$ cat config.mk
export PLATFORM = sky130hd
export DESIGN_NAME = mep_ctrl
export DESIGN_NICKNAME = d
export VERILOG_FILES = /design/src/rtl/core/mep_pkg.sv /design/src/rtl/core/mep_ctrl.sv
export SDC_FILE = /design/constraint.sdc
export NUM_CORES = 1
export LEC_CHECK = 0
export BUFFER_PORTS_ARGS = -buffer_cell sky130_fd_sc_hd__buf_2
export CORE_MARGIN = 8
export CORE_UTILIZATION = 35
export CTS_CLUSTER_SIZE = 20
export DETAILED_ROUTE_END_ITERATION = 7
export PLACE_DENSITY = 0.63
export SYNTH_ARGS = -nofsm -noshare
export SYNTH_HDL_FRONTEND = slang
export SYNTH_SLANG_ARGS = --single-unit
$ cat constraint.sdc
create_clock -name aclk -period 1.81 [get_ports aclk]
set_clock_uncertainty 0.15 [all_clocks]
set_input_delay 0.362 -clock aclk [delete_from_list [all_inputs] [get_ports aclk]]
set_output_delay 0.362 -clock aclk [all_outputs]
set_load 0.02 [all_outputs]
$ cat src/rtl/core/mep_pkg.sv
package mep_pkg;

    localparam int FRAC_W      = 26;
    localparam int PIX_X_W     = 10;
    localparam int PIX_Y_W     = 11;
    localparam int OFF_W       = 13;
    localparam int Z_W         = 32;
    localparam int CPROD_W     = OFF_W + Z_W;
    localparam int PROD_W      = 2 * Z_W;
    localparam int WIDE_W      = 48;
    localparam int THIRD_W     = 11;
    localparam int THIRD_CMP_W = 13;
    localparam int CNT_W       = 13;
    localparam int ITER_W      = 12;
    localparam int COL_W       = 8;
    localparam int NUM_W       = THIRD_W + COL_W;
    localparam int DIV_STEP_W  = 3;
    localparam int STEP_W      = 31;
    localparam int ESC_W       = 31;
    localparam int CFG_IDX_W   = 3;
    localparam int CFG_DATA_W  = 32;
    localparam int S_TDATA_W   = 24;
    localparam int M_TDATA_W   = 40;

    localparam int DEF_IMG_WIDTH  = 720;
    localparam int DEF_IMG_HEIGHT = 1280;
    localparam int DEF_MAX_THIRD  = 1024;

    localparam logic signed [Z_W-1:0]  RST_CENTER_RE  = -32'sd43620762;
    localparam logic signed [Z_W-1:0]  RST_CENTER_IM  = 32'sd26843546;
    localparam logic [STEP_W-1:0]      RST_PIXEL_STEP = 31'd9321;
    localparam logic [THIRD_W-1:0]     RST_THIRD_ITER = 11'd128;
    localparam logic [ESC_W-1:0]       RST_ESCAPE_SQ  = 31'd603979776;

    localparam logic [COL_W-1:0] COL_FULL = 8'hFF;

    typedef enum logic [CFG_IDX_W-1:0] {
        REG_CENTER_RE  = 3'd0,
        REG_CENTER_IM  = 3'd1,
        REG_PIXEL_STEP = 3'd2,
        REG_THIRD_ITER = 3'd3,
        REG_ESCAPE_SQ  = 3'd4
    } cfg_reg_t;

    typedef enum logic [1:0] {
        BAND_BLUE    = 2'd0,
        BAND_MAGENTA = 2'd1,
        BAND_WHITE   = 2'd2,
        BAND_BLACK   = 2'd3
    } band_t;

    typedef struct packed {
        logic load_pix;
        logic c_mul;
        logic c_add;
        logic z_mul;
        logic z_upd;
        logic mod_start;
        logic out_load;
    } mep_cmd_t;

    typedef struct packed {
        logic iter_end;
        logic div_done;
    } mep_status_t;

    function automatic logic signed [Z_W-1:0] sat_z(input logic signed [WIDE_W-1:0] v);
        logic signed [Z_W-1:0] res;
        if (v[WIDE_W-1:Z_W-1] == '0 || v[WIDE_W-1:Z_W-1] == '1) begin
            res = v[Z_W-1:0];
        end else if (v[WIDE_W-1]) begin
            res = {1'b1, {(Z_W-1){1'b0}}};
        end else begin
            res = {1'b0, {(Z_W-1){1'b1}}};
        end
        return res;
    endfunction

endpackage

$ cat src/rtl/core/mep_ctrl.sv
module mep_ctrl (
    input  logic                  aclk,
    input  logic                  aresetn,
    input  logic                  s_tvalid,
    output logic                  s_tready,
    output logic                  m_tvalid,
    input  logic                  m_tready,
    output mep_pkg::mep_cmd_t     cmd,
    input  mep_pkg::mep_status_t  status
);
    import mep_pkg::*;

    typedef enum logic [7:0] {
        ST_IDLE = 8'b0000_0001,
        ST_CMUL = 8'b0000_0010,
        ST_CADD = 8'b0000_0100,
        ST_ZMUL = 8'b0000_1000,
        ST_ZUPD = 8'b0001_0000,
        ST_MOD  = 8'b0010_0000,
        ST_DIV  = 8'b0100_0000,
        ST_OUT  = 8'b1000_0000
    } state_t;

    state_t state_reg, state_next;
    logic   out_valid_reg, out_valid_next;

    always_comb begin
        state_next = state_reg;
        cmd        = '0;
        case (state_reg)
            ST_IDLE: begin
                if (s_tvalid) begin
                    cmd.load_pix = 1'b1;
                    state_next   = ST_CMUL;
                end
            end
            ST_CMUL: begin
                cmd.c_mul  = 1'b1;
                state_next = ST_CADD;
            end
            ST_CADD: begin
                cmd.c_add  = 1'b1;
                state_next = ST_ZMUL;
            end
            ST_ZMUL: begin
                cmd.z_mul  = 1'b1;
                state_next = ST_ZUPD;
            end
            ST_ZUPD: begin
                cmd.z_upd  = 1'b1;
                state_next = status.iter_end ? ST_MOD : ST_ZMUL;
            end
            ST_MOD: begin
                cmd.mod_start = 1'b1;
                state_next    = ST_DIV;
            end
            ST_DIV: begin
                if (status.div_done) begin
                    state_next = ST_OUT;
                end
            end
            ST_OUT: begin
                // wait for a free output slot
                if (!out_valid_reg || m_tready) begin
                    cmd.out_load = 1'b1;
                    state_next   = ST_IDLE;
                end
            end
            default: begin
                state_next = ST_IDLE;
            end
        endcase
    end

    always_comb begin
        if (cmd.out_load) begin
            out_valid_next = 1'b1;
        end else if (m_tready) begin
            out_valid_next = 1'b0;
        end else begin
            out_valid_next = out_valid_reg;
        end
    end

    always_ff @(posedge aclk) begin
        if (!aresetn) begin
            state_reg     <= ST_IDLE;
            out_valid_reg <= 1'b0;
        end else begin
            state_reg     <= state_next;
            out_valid_reg <= out_valid_next;
        end
    end

    assign s_tready = (state_reg == ST_IDLE);
    assign m_tvalid = out_valid_reg;

endmodule

; ---- Word-level counts from Yosys, hierarchy flattened
; Index checks and enable logic that the tools add are counted.
[word_totals]
output_inout_bits = 9
elab_cells = 33
register_bits = 9
[classes]
n_mux = 16
eq_ne = 11
reduce_logical = 4
[ops]
columns = cell, n
row1 = $pmux W8 S8, 1
row2 = $mux W8, 3
row3 = $mux W1, 11
row4 = $eq A8 B1 Y1 const B, 1
row5 = $eq A8 B2 Y1 const B, 1
row6 = $eq A8 B3 Y1 const B, 1
row7 = $eq A8 B4 Y1 const B, 1
row8 = $eq A8 B5 Y1 const B, 1
row9 = $eq A8 B6 Y1 const B, 1
row10 = $eq A8 B7 Y1 const B, 1
row11 = $eq A8 B8 Y1 const B, 1
row12 = $mux W6, 1
row13 = $ne A2 B2 Y1 const B, 3
row14 = $reduce_and A3 Y1, 1
row15 = $reduce_bool A2 Y1, 1
row16 = $logic_not A1 Y1, 1
row17 = $logic_or A1 B1 Y1, 1

; ---- Longest topological paths before layout
; Gate-level depths: netlist (run 1).
[logic_depth]
depth_word = 5
ltp_mapped = 4

; ---- Worst setup path after synthesis (run 1)
; No wires, ideal clock.
[synth_timing]
path_type = reg-to-output
startpoint = register state_reg[5]
endpoint = output port cmd[0] in the netlist's numbering
setup_slack_ns = 0.106
stages_incl_launch_ff = 5
arrival_ns = 1.192
required_ns = 1.298
path_cell_list = dfxtp_1 -> nor4_4 -> nand4b_1 -> nor2b_1 -> buf_4
[synth_rtl]
columns = item, line
row1 = "start, declared", mep_ctrl.sv:24  ; state_t state_reg, state_next;
row2 = "start signal, assigned", mep_ctrl.sv:90  ; state_reg <= state_next;
row3 = "end, declared", mep_ctrl.sv:8  ; output mep_pkg::mep_cmd_t cmd,

==> out/summary.txt, run 1 <==
Total of max-cap violations: 0
Synth unique cells: 26
Main synth FF type: dfxtp_1
Die Ht: 54.8 um
Clk Latency, worst-skew pair: 0.27 ns
I/O Buffers: 14
Largest area contributor in the netlist: dfxtp_1
Fin cells: 101
Core Rows: 14
Worst EP arrival: 1.44 ns
Core Box Area: 0.00145 sq mm
Cell-internal power: 460 uW
First-pass GRT wire length: 2220 um
Nets@finish: 92
Post-Syn Instances: 57
Diodes inserted: 0
Clk slew on worst S/H paths: 0.06 ns
Vias per std cell: 5.30
Psw: 259 uW
RSZ-0062 raised after global routing: true
CP top delay family: simple AND/OR/NAND/NOR gates
Setup crit end kind: output pin
PD cells: 874 mW/mm^2
Largest net degree at the start of global routing: 8
Syn Std Cell Area: 527 sq um
Post-DP Area: 639 sq um
Crit share post-route: 1.08
Clk pwr share: 0.224
Critical-path top delay cell: nor4b_4
Critical Path RT: 1.30 ns
GRT Total Usage: 0.102
Dpl hpwl: 1060 um
ANT nets after route: 0
Initial core utilization: 0.362
Router iterations before antenna repair: 4
GR Overflow Total: 0
Failing checks: setup timing
Max incr delay on CP: 0.42 ns
Top Ports: 15
Worst-margin pin slew: 0.365 ns
Via Count: 535
Post-synthesis sequential area ratio: 0.342
Hold buffers post-CTS: 0
Sequential power share: 0.350
Initial antenna violation count: 0
Clock root buffer: clkbuf_4
Synthesized net count: 63
RD Place Congestion: 0.846
VDD IR max: 0.000580 V
Combinational power share: 0.426
Worst hold path type: input pin to flip-flop
Max FFs per register: 8
Status: finished, violations left
DRT iter0 DRCs: 8
CP Class: flip-flop to output pin
Setup violators final: 8
Final instance area: 822 sq um
FFs w/ async S/R, synth: 0
# H-tree levels: 1
Post-synth EDFFs: 0
Max Slew Vio Count: 0
Total CTS buffers: 3
Yosys top cell area share: 0.342
Cell leakage power: 0.000373 uW
Fraction of layout cells with a size suffix above 1: 0.600
Post-layout min period: 1.95 ns
CP Launch Type: flip-flop
Sw frac: 0.360
Clk buf depth: 2
Clock sink count: 9
Synth warn: 0
Worst path bufs/invs: 1
Die area: 0.00300 sq mm
Critical Path, Cell by Cell: nor4b_4 > and3_4 > buf_6
Vias in the first global route: 536
Placed Instances: 90
Worst Slack Setup Final: -0.141 ns
Top-count cell post-synth: dfxtp_1
F_max: 512 MHz
Die width: 54.8 um
Routed wire length: 1440 um
WL/cell: 14.3 um
CP max FO: 7
Flops & latches, synth: 9
TritonCTS clock tree: done
Post-route DRC: 0
Synth area leaders: dfxtp_1, nor4_4, nor4b_1
Most frequent cells after synthesis: dfxtp_1, inv_1, nor2_1
Syn_area_per_cell: 9.24 sq um
Final Hold Fails: 0
Worst relative slew slack: 0.756
Layout area overhead: 56.1%
[what timing repair did]
| item | 4_1_cts | 5_1_grt |
|---|---|---|
| setup buffers | 2 | 5 |
| resized for setup | 26 | 9 |
| setup endpoints to repair | 8 | 8 |
| pin swaps | 6 | 3 |
[metrics by stage]
step	setup WS [ns]	power (uW)	TNS (ns)	utilization	hold WS [ns]
6_report	-0.141	719	-0.705	0.565	0.190
5_1_grt	-0.207	751	-1.26	0.565	0.196
4_1_cts	-0.146	694	-0.769	0.519	0.189
3_5_place_dp	0.0978	471	0	0.440	0.352
3_3_place_gp	0.0984	468	0	0.440	0.337
2_1_floorplan	0.106	395	0	-	0.284
[power groups by stage]
stage          clock network (uW)  registers, uW  logic, uW
2_1_floorplan                   0            247        148
4_1_cts                       162            251        281
3_3_place_gp                    0            249        219
6_report                      161            251        306
5_1_grt                       171            254        326
3_5_place_dp                    0            251        220
[layout by cell type (no fill, tap or decap), drive strengths merged, types with 3 or more instances in the layout]
master,Yosys,layout
clkbuf,0,4
nor4b,4,4
nor2,5,5
a21oi,4,4
inv,6,6
dfxtp,9,9
nand3,3,3
buf,2,26
nand2,3,3
[cell families after synthesis]
group,after synthesis,share of synthesized area
xor gates and xnor gates,1,0.0166
DFF,9,0.342
AOI/OAI and AO/OA,9,0.121
and+or+nand+nor,30,0.449
buffers and inverters,8,0.0712
[path summary, 6_finish.rpt]
check | startpoint | slack, ns | endpoint | cells after the start
max | state_reg[6]$_SDFFE_PN0P_ | -0.14 | cmd[6] | 3
min | status[1] | 0.19 | state_reg[5]$_SDFFE_PN0P_ | 2
max reg2reg | state_reg[4]$_SDFFE_PN0P_ | 0.08 | state_reg[3]$_SDFFE_PN0P_ | 7
min reg2reg | m_tvalid$_SDFFE_PN0P_ | 0.36 | m_tvalid$_SDFFE_PN0P_ | 2
[layer usage]
layer,wire [um],global-route usage,up-vias
met5,0,0,-
met4,46,0.0779,0
met3,60,0.0217,4
met2,729,0.179,15
met1,605,0.102,248
li1,-,-,268
[area by class of cell]
cell class | instances | area [sq um]
Fill cell | 147 | 632
Tap cell | 16 | 20.0
Clock buffer | 4 | 26.3
Inverter | 6 | 22.5
Multi-Input combinational cell | 40 | 358
Sequential cell | 9 | 193
Timing Repair Buffer | 26 | 203
Power figures use the tool's default switching activity.
==> run 2, diff against run 1 <==
- BUFFER_PORTS_ARGS: -buffer_cell sky130_fd_sc_hd__buf_2 -> -buffer_cell sky130_fd_sc_hd__buf_4
- CORE_MARGIN: 8 -> not set
==> out/summary.txt, run 2 (synthesis gave the netlist of run 1 again) <==
Final Hold Fails: 0 (unchanged)
Clock root buffer: clkbuf_4
Hold depth: 2 (unchanged)
Core Rows: 13 (-1)
Die area: 0.00166 sq mm (-45%)
GR Overflow Total: 0 (unchanged)
Fin cells: 103 (+2.0%)
VDD IR max: 0.000625 V (+7.7%)
# fillers: 111 (-24%)
Largest net degree at the start of global routing: 9 (+1)
RD Place Congestion: 0.781 (-7.6%)
CP top delay family: simple AND/OR/NAND/NOR gates
Worst hold path type: input pin to flip-flop
Status: finished, violations left
Crit share post-route: 1.06 (-0.0158)
TritonCTS clock tree: done
Worst path bufs/invs: 2 (+1)
Total CTS buffers: 3 (unchanged)
Critical hold path startpoint: aresetn
R2R depth: 5 (-2)
CP Class: flip-flop to output pin
Placed Instances: 86 (-4.4%)
I/O Buffers: 14 (unchanged)
# H-tree levels: 1 (unchanged)
CP Launch Type: flip-flop
Critical Path, Cell by Cell: nor4_4 > buf_4 > and3_4 > buf_6
Critical Path RT: 1.30 ns (about the same)
Max incr delay on CP: 0.37 ns (-0.05 ns)
Core Box Area: 0.00135 sq mm (-7.1%)
Worst-margin pin slew: 0.389 ns (+0.0241 ns)
F_max: 520 MHz (+1.5%)
Vias in the first global route: 523 (-2.4%)
Fraction of layout cells with a size suffix above 1: 0.625 (+0.0250)
Hold buffers post-CTS: 0 (unchanged)
Post-layout min period: 1.92 ns (-0.0286 ns)
Failing checks: setup timing
Post-route DRC: 0 (unchanged)
RR Endpoint: state_reg[4]$_SDFFE_PN0P_
Dpl hpwl: 892 um (-16%)
Worst EP arrival: 1.41 ns (-0.03 ns)
Total of max-cap violations: 0 (unchanged)
Clk buf depth: 2 (unchanged)
Vias per std cell: 5.56 (+5.0%)
Initial antenna violation count: 0 (unchanged)
Cell leakage power: 0.000416 uW (+12%)
Routed wire length: 1510 um (+4.6%)
ANT nets after route: 0 (unchanged)
Die width: 40.8 um (-26%)
GRT Total Usage: 0.227 (+0.125)
Layout area overhead: 70.5%
Worst relative slew slack: 0.740 (-0.0154)
Commonest non-fill, non-tap cell in the layout: buf_4
Clock sink count: 9 (unchanged)
Die Ht: 40.8 um (-26%)
Via Count: 573 (+7.1%)
Router iterations before antenna repair: 4 (unchanged)
RSZ-0062 raised after global routing: true
Setup violators final: 8 (unchanged)
WL/cell: 14.6 um (+2.5%)
Clk slew on worst S/H paths: 0.06 ns (about the same)
Diodes inserted: 0 (unchanged)
Hold EP: state_reg[0]$_SDFFE_PN1P_
Critical-path top delay cell: dfxtp_4
CP max FO: 5 (-2)
Worst Slack Setup Final: -0.113 ns (+0.0286 ns)
Clk Latency, worst-skew pair: 0.26 ns (about the same)
R2r setup slk: 0.19 ns (+0.11 ns)
Layout Utilization: 0.665 (+0.100)
PD cells: 847 mW/mm^2 (-3.1%)
Max FFs per register: 8 (unchanged)
Max Slew Vio Count: 0 (unchanged)
Nets@finish: 95 (+3.3%)
Setup WS pre-CTS: 0.0840 ns (-0.0139 ns)
Most frequent cells in the layout: buf_4, buf_6, nor2_1, a21oi_1, dfxtp_4
First-pass GRT wire length: 2310 um (+4.1%)
DRT iter0 DRCs: 7 (-1)
Setup crit end kind: output pin
Initial core utilization: 0.390 (+0.0279)
R2R Path Start: state_reg[5]$_SDFFE_PN0P_
Top Ports: 15 (unchanged)
run 2: cell types whose count changed in the layout (fill, tap and decap cells not counted), moves of 2 or more:
cell     before  now
dfxtp_2       4    2
dfxtp_4       2    4
buf_2         6    0
buf_4        14   20
buf_6         6    8
run 2: final cells by class:
| type | instances | area (sq um) | share of cell area |
|---|---|---|---|
| multi-input cells | 40 | 373 | 0.415 |
| repair buffers | 29 | 260 | 0.290 |
| flip-flops and latches | 9 | 198 | 0.220 |
| clock buffers | 4 | 26.3 | 0.0292 |
| inverters | 6 | 22.5 | 0.0251 |
| well taps | 15 | 18.8 | 0.0209 |
run 2: how the worst max path moves through the flow:
stage | depth (start not counted) | startpoint | to | slack [ns]
2_1_floorplan | 4 | state_reg[5]$_SDFFE_PN0P_ | cmd[0] | 0.11
4_1_cts | 5 | state_reg[4]$_SDFFE_PN0P_ | s_tready | -0.07
3_5_place_dp | 3 | state_reg[7]$_SDFFE_PN0P_ | cmd[2] | 0.08
6_report | 4 | state_reg[5]$_SDFFE_PN0P_ | cmd[6] | -0.11
5_1_grt | 3 | state_reg[1]$_SDFFE_PN0P_ | cmd[3] | -0.17
3_3_place_gp | 3 | state_reg[7]$_SDFFE_PN0P_ | cmd[6] | 0.13
run 2: metrics by stage:
stage          total power [uW]  hold slack (ns)  instance area (sq um)  TNS, ns
2_1_floorplan               395            0.284                    527        0
3_5_place_dp                472            0.349                    651        0
3_3_place_gp                470            0.349                    651        0
4_1_cts                     726            0.171                    847   -0.420
6_report                    761            0.169                    898   -0.597
5_1_grt                     808            0.160                    898    -1.14
run 2: worst reg2reg max path, cell delays in order, from the launching register on:
cell	delay, ns
dfxtp_4	0.37
nor4_4	0.31
buf_4	0.20
buf_4	0.13
o211ai_1	0.13
and4_1	0.24
run 2: what timing repair did:
action	4_1_cts	5_1_grt
setup buffers	12	1
pin swaps	6	3
resized for setup	20	13
setup endpoints to repair	8	8
run 2: layer usage:
layer  global-route usage  wire length, um
met5                    0                0
met4                0.117               32
met3                0.103               86
met2                0.387              771
met1                0.228              617
run 2: power by group:
group	switching [uW]	internal [uW]
Combinational	159	196
Clock	67.4	84.8
Sequential	37.1	217
==> run 3, diff against run 2 <==
- SKIP_CTS_REPAIR_TIMING: not set -> 1
==> out/summary.txt, run 3 (synthesis gave the netlist of run 1 again) <==
Worst relative slew slack: 0.780 (+0.0397)
Max incr delay on CP: 0.38 ns (about the same)
Dpl hpwl: 892 um (unchanged)
DRT iter0 DRCs: 10 (+3)
Met1 wire length: 576 um (-6.6%)
Most frequent cells in the layout: buf_4, buf_6, nor2_1, inv_1, a21oi_1
CP Class: flip-flop to output pin
Sequential power share: 0.364 (+0.031)
Die area: 0.00166 sq mm (unchanged)
Clk pwr share: 0.221 (+0.021)
Failing checks: setup timing
CP max FO: 7 (+2)
GR Overflow Total: 0 (unchanged)
Placed Instances: 86 (unchanged)
# fillers: 127 (+14%)
Status: finished, violations left
Combinational power share: 0.415 (-0.052)
Worst hold path type: input pin to flip-flop
Psw: 244 uW (-7.3%)
Total of max-cap violations: 0 (unchanged)
Critical-path top delay cell: dfxtp_4
Clk slew on worst S/H paths: 0.06 ns (about the same)
Worst Slack Setup Final: -0.152 ns (-0.0393 ns)
Met2 routed WL: 691 um (-10%)
PD cells: 879 mW/mm^2 (+3.8%)
Worst EP arrival: 1.45 ns (+0.04 ns)
CP top delay family: simple AND/OR/NAND/NOR gates
Max layer used: met4
Initial core utilization: 0.390 (unchanged)
Max Slew Vio Count: 0 (unchanged)
Critical hold path startpoint: aresetn
Router iterations before antenna repair: 5 (+1)
Worst-margin pin slew: 0.327 ns (-0.0615 ns)
Max FFs per register: 8 (unchanged)
Cell leakage power: 0.000351 uW (-16%)
ANT nets after route: 0 (unchanged)
Critical Path, Cell by Cell: nor4_4 > and4b_1 > buf_6
Crit share post-route: 1.08 (+0.0217)
RSZ-0062 raised after global routing: true
Via Count: 539 (-5.9%)
Vias per std cell: 5.73 (+3.1%)
Final Hold Fails: 0 (unchanged)
Fraction of layout cells with a size suffix above 1: 0.557 (-0.0680)
Worst path bufs/invs: 1 (-1)
Worst setup path startpoint: state_reg[6]$_SDFFE_PN0P_
Pwr Total: 695 uW (-8.7%)
# H-tree levels: 1 (unchanged)
RD Place Congestion: 0.781 (unchanged)
Setup crit end kind: output pin
I/O Buffers: 14 (unchanged)
Setup violators final: 8 (unchanged)
Nets@finish: 86 (-9.5%)
Die Ht: 40.8 um (unchanged)
Commonest non-fill, non-tap cell in the layout: buf_4
F_max: 510 MHz (-2.0%)
Clock sink count: 9 (unchanged)
Vias in the first global route: 419 (-20%)
Fin cells: 94 (-8.7%)
Multi-input gate area: 355 sq um (-4.7%)
Post-layout min period: 1.96 ns (+0.0393 ns)
Post-route DRC: 0 (unchanged)
R2R Path Start: state_reg[4]$_SDFFE_PN0P_
DR WL met3: 91 um (+5.8%)
CP Launch Type: flip-flop
TritonCTS clock tree: done
Initial antenna violation count: 0 (unchanged)
Cell-internal power: 451 uW (-9.4%)
GRT Total Usage: 0.175 (-0.0516)
Critical Path RT: 1.30 ns (about the same)
Clk Latency, worst-skew pair: 0.26 ns (about the same)
R2r setup slk: 0.21 ns (+0.02 ns)
Sw frac: 0.351 (+0.00533)
Largest net degree at the start of global routing: 9 (unchanged)
First-pass GRT wire length: 1830 um (-21%)
VDD IR max: 0.000576 V (-7.7%)
Die width: 40.8 um (unchanged)
Core Box Area: 0.00135 sq mm (unchanged)
Clock root buffer: clkbuf_4
Core Rows: 13 (unchanged)
Register area: 195 sq um (-1.3%)
WL/cell: 15.0 um (+2.4%)
Total CTS buffers: 3 (unchanged)
Layout area overhead: 50.1%
Diodes inserted: 0 (unchanged)
Routed wire length: 1410 um (-6.6%)
Top Ports: 15 (unchanged)
Clk buf depth: 2 (unchanged)
## run 3: worst register-to-register path, stage by stage (launching register included)
cell and delay, ns:
dfxtp_4 0.37, nor4_4 0.30, buf_4 0.21, buf_4 0.12
o211ai_2 0.10, a211oi_1 0.26
## run 3: layer usage
metal,up-vias,global-route usage
li1,255,-
met1,257,0.205
met2,19,0.258
met3,8,0.0978
met4,0,0.0750
met5,-,0
## run 3: metrics by stage
stage               cell area [sq um]  setup TNS (ns)  setup slack (ns)  hold WS (ns)  utilization
global route                      791           -1.27            -0.201         0.160        0.586
floorplan                         527               0             0.106         0.284            -
global placement                  651               0             0.132         0.349        0.482
CTS                               677           -1.09            -0.201         0.171        0.501
finish                            791          -0.740            -0.152         0.168        0.586
detailed placement                651               0            0.0840         0.349        0.482
## run 3: final cells by class
class,count,share of cell area
clock buffer,4,0.0332
inverter,6,0.0285
multi-input combinational,40,0.449
sequential,9,0.247
tap,15,0.0237
timing repair buffer,20,0.218
## run 3: worst paths after layout
check / endpoint / cells past startpoint
setup reg to reg: state_reg[7]$_SDFFE_PN0P_ / 5
setup / recovery: cmd[3] / 3
hold reg to reg: m_tvalid$_SDFFE_PN0P_ / 2
hold / removal: state_reg[0]$_SDFFE_PN1P_ / 2
## run 3: power by group through the flow
stage                     sequential [uW]  clock [uW]  combinational [uW]
after floorplan                       247           0                 148
after global placement                250           0                 219
after detailed placement              252           0                 221
after CTS                             248         158                 221
after global routing                  257         174                 305
final                                 253         153                 289
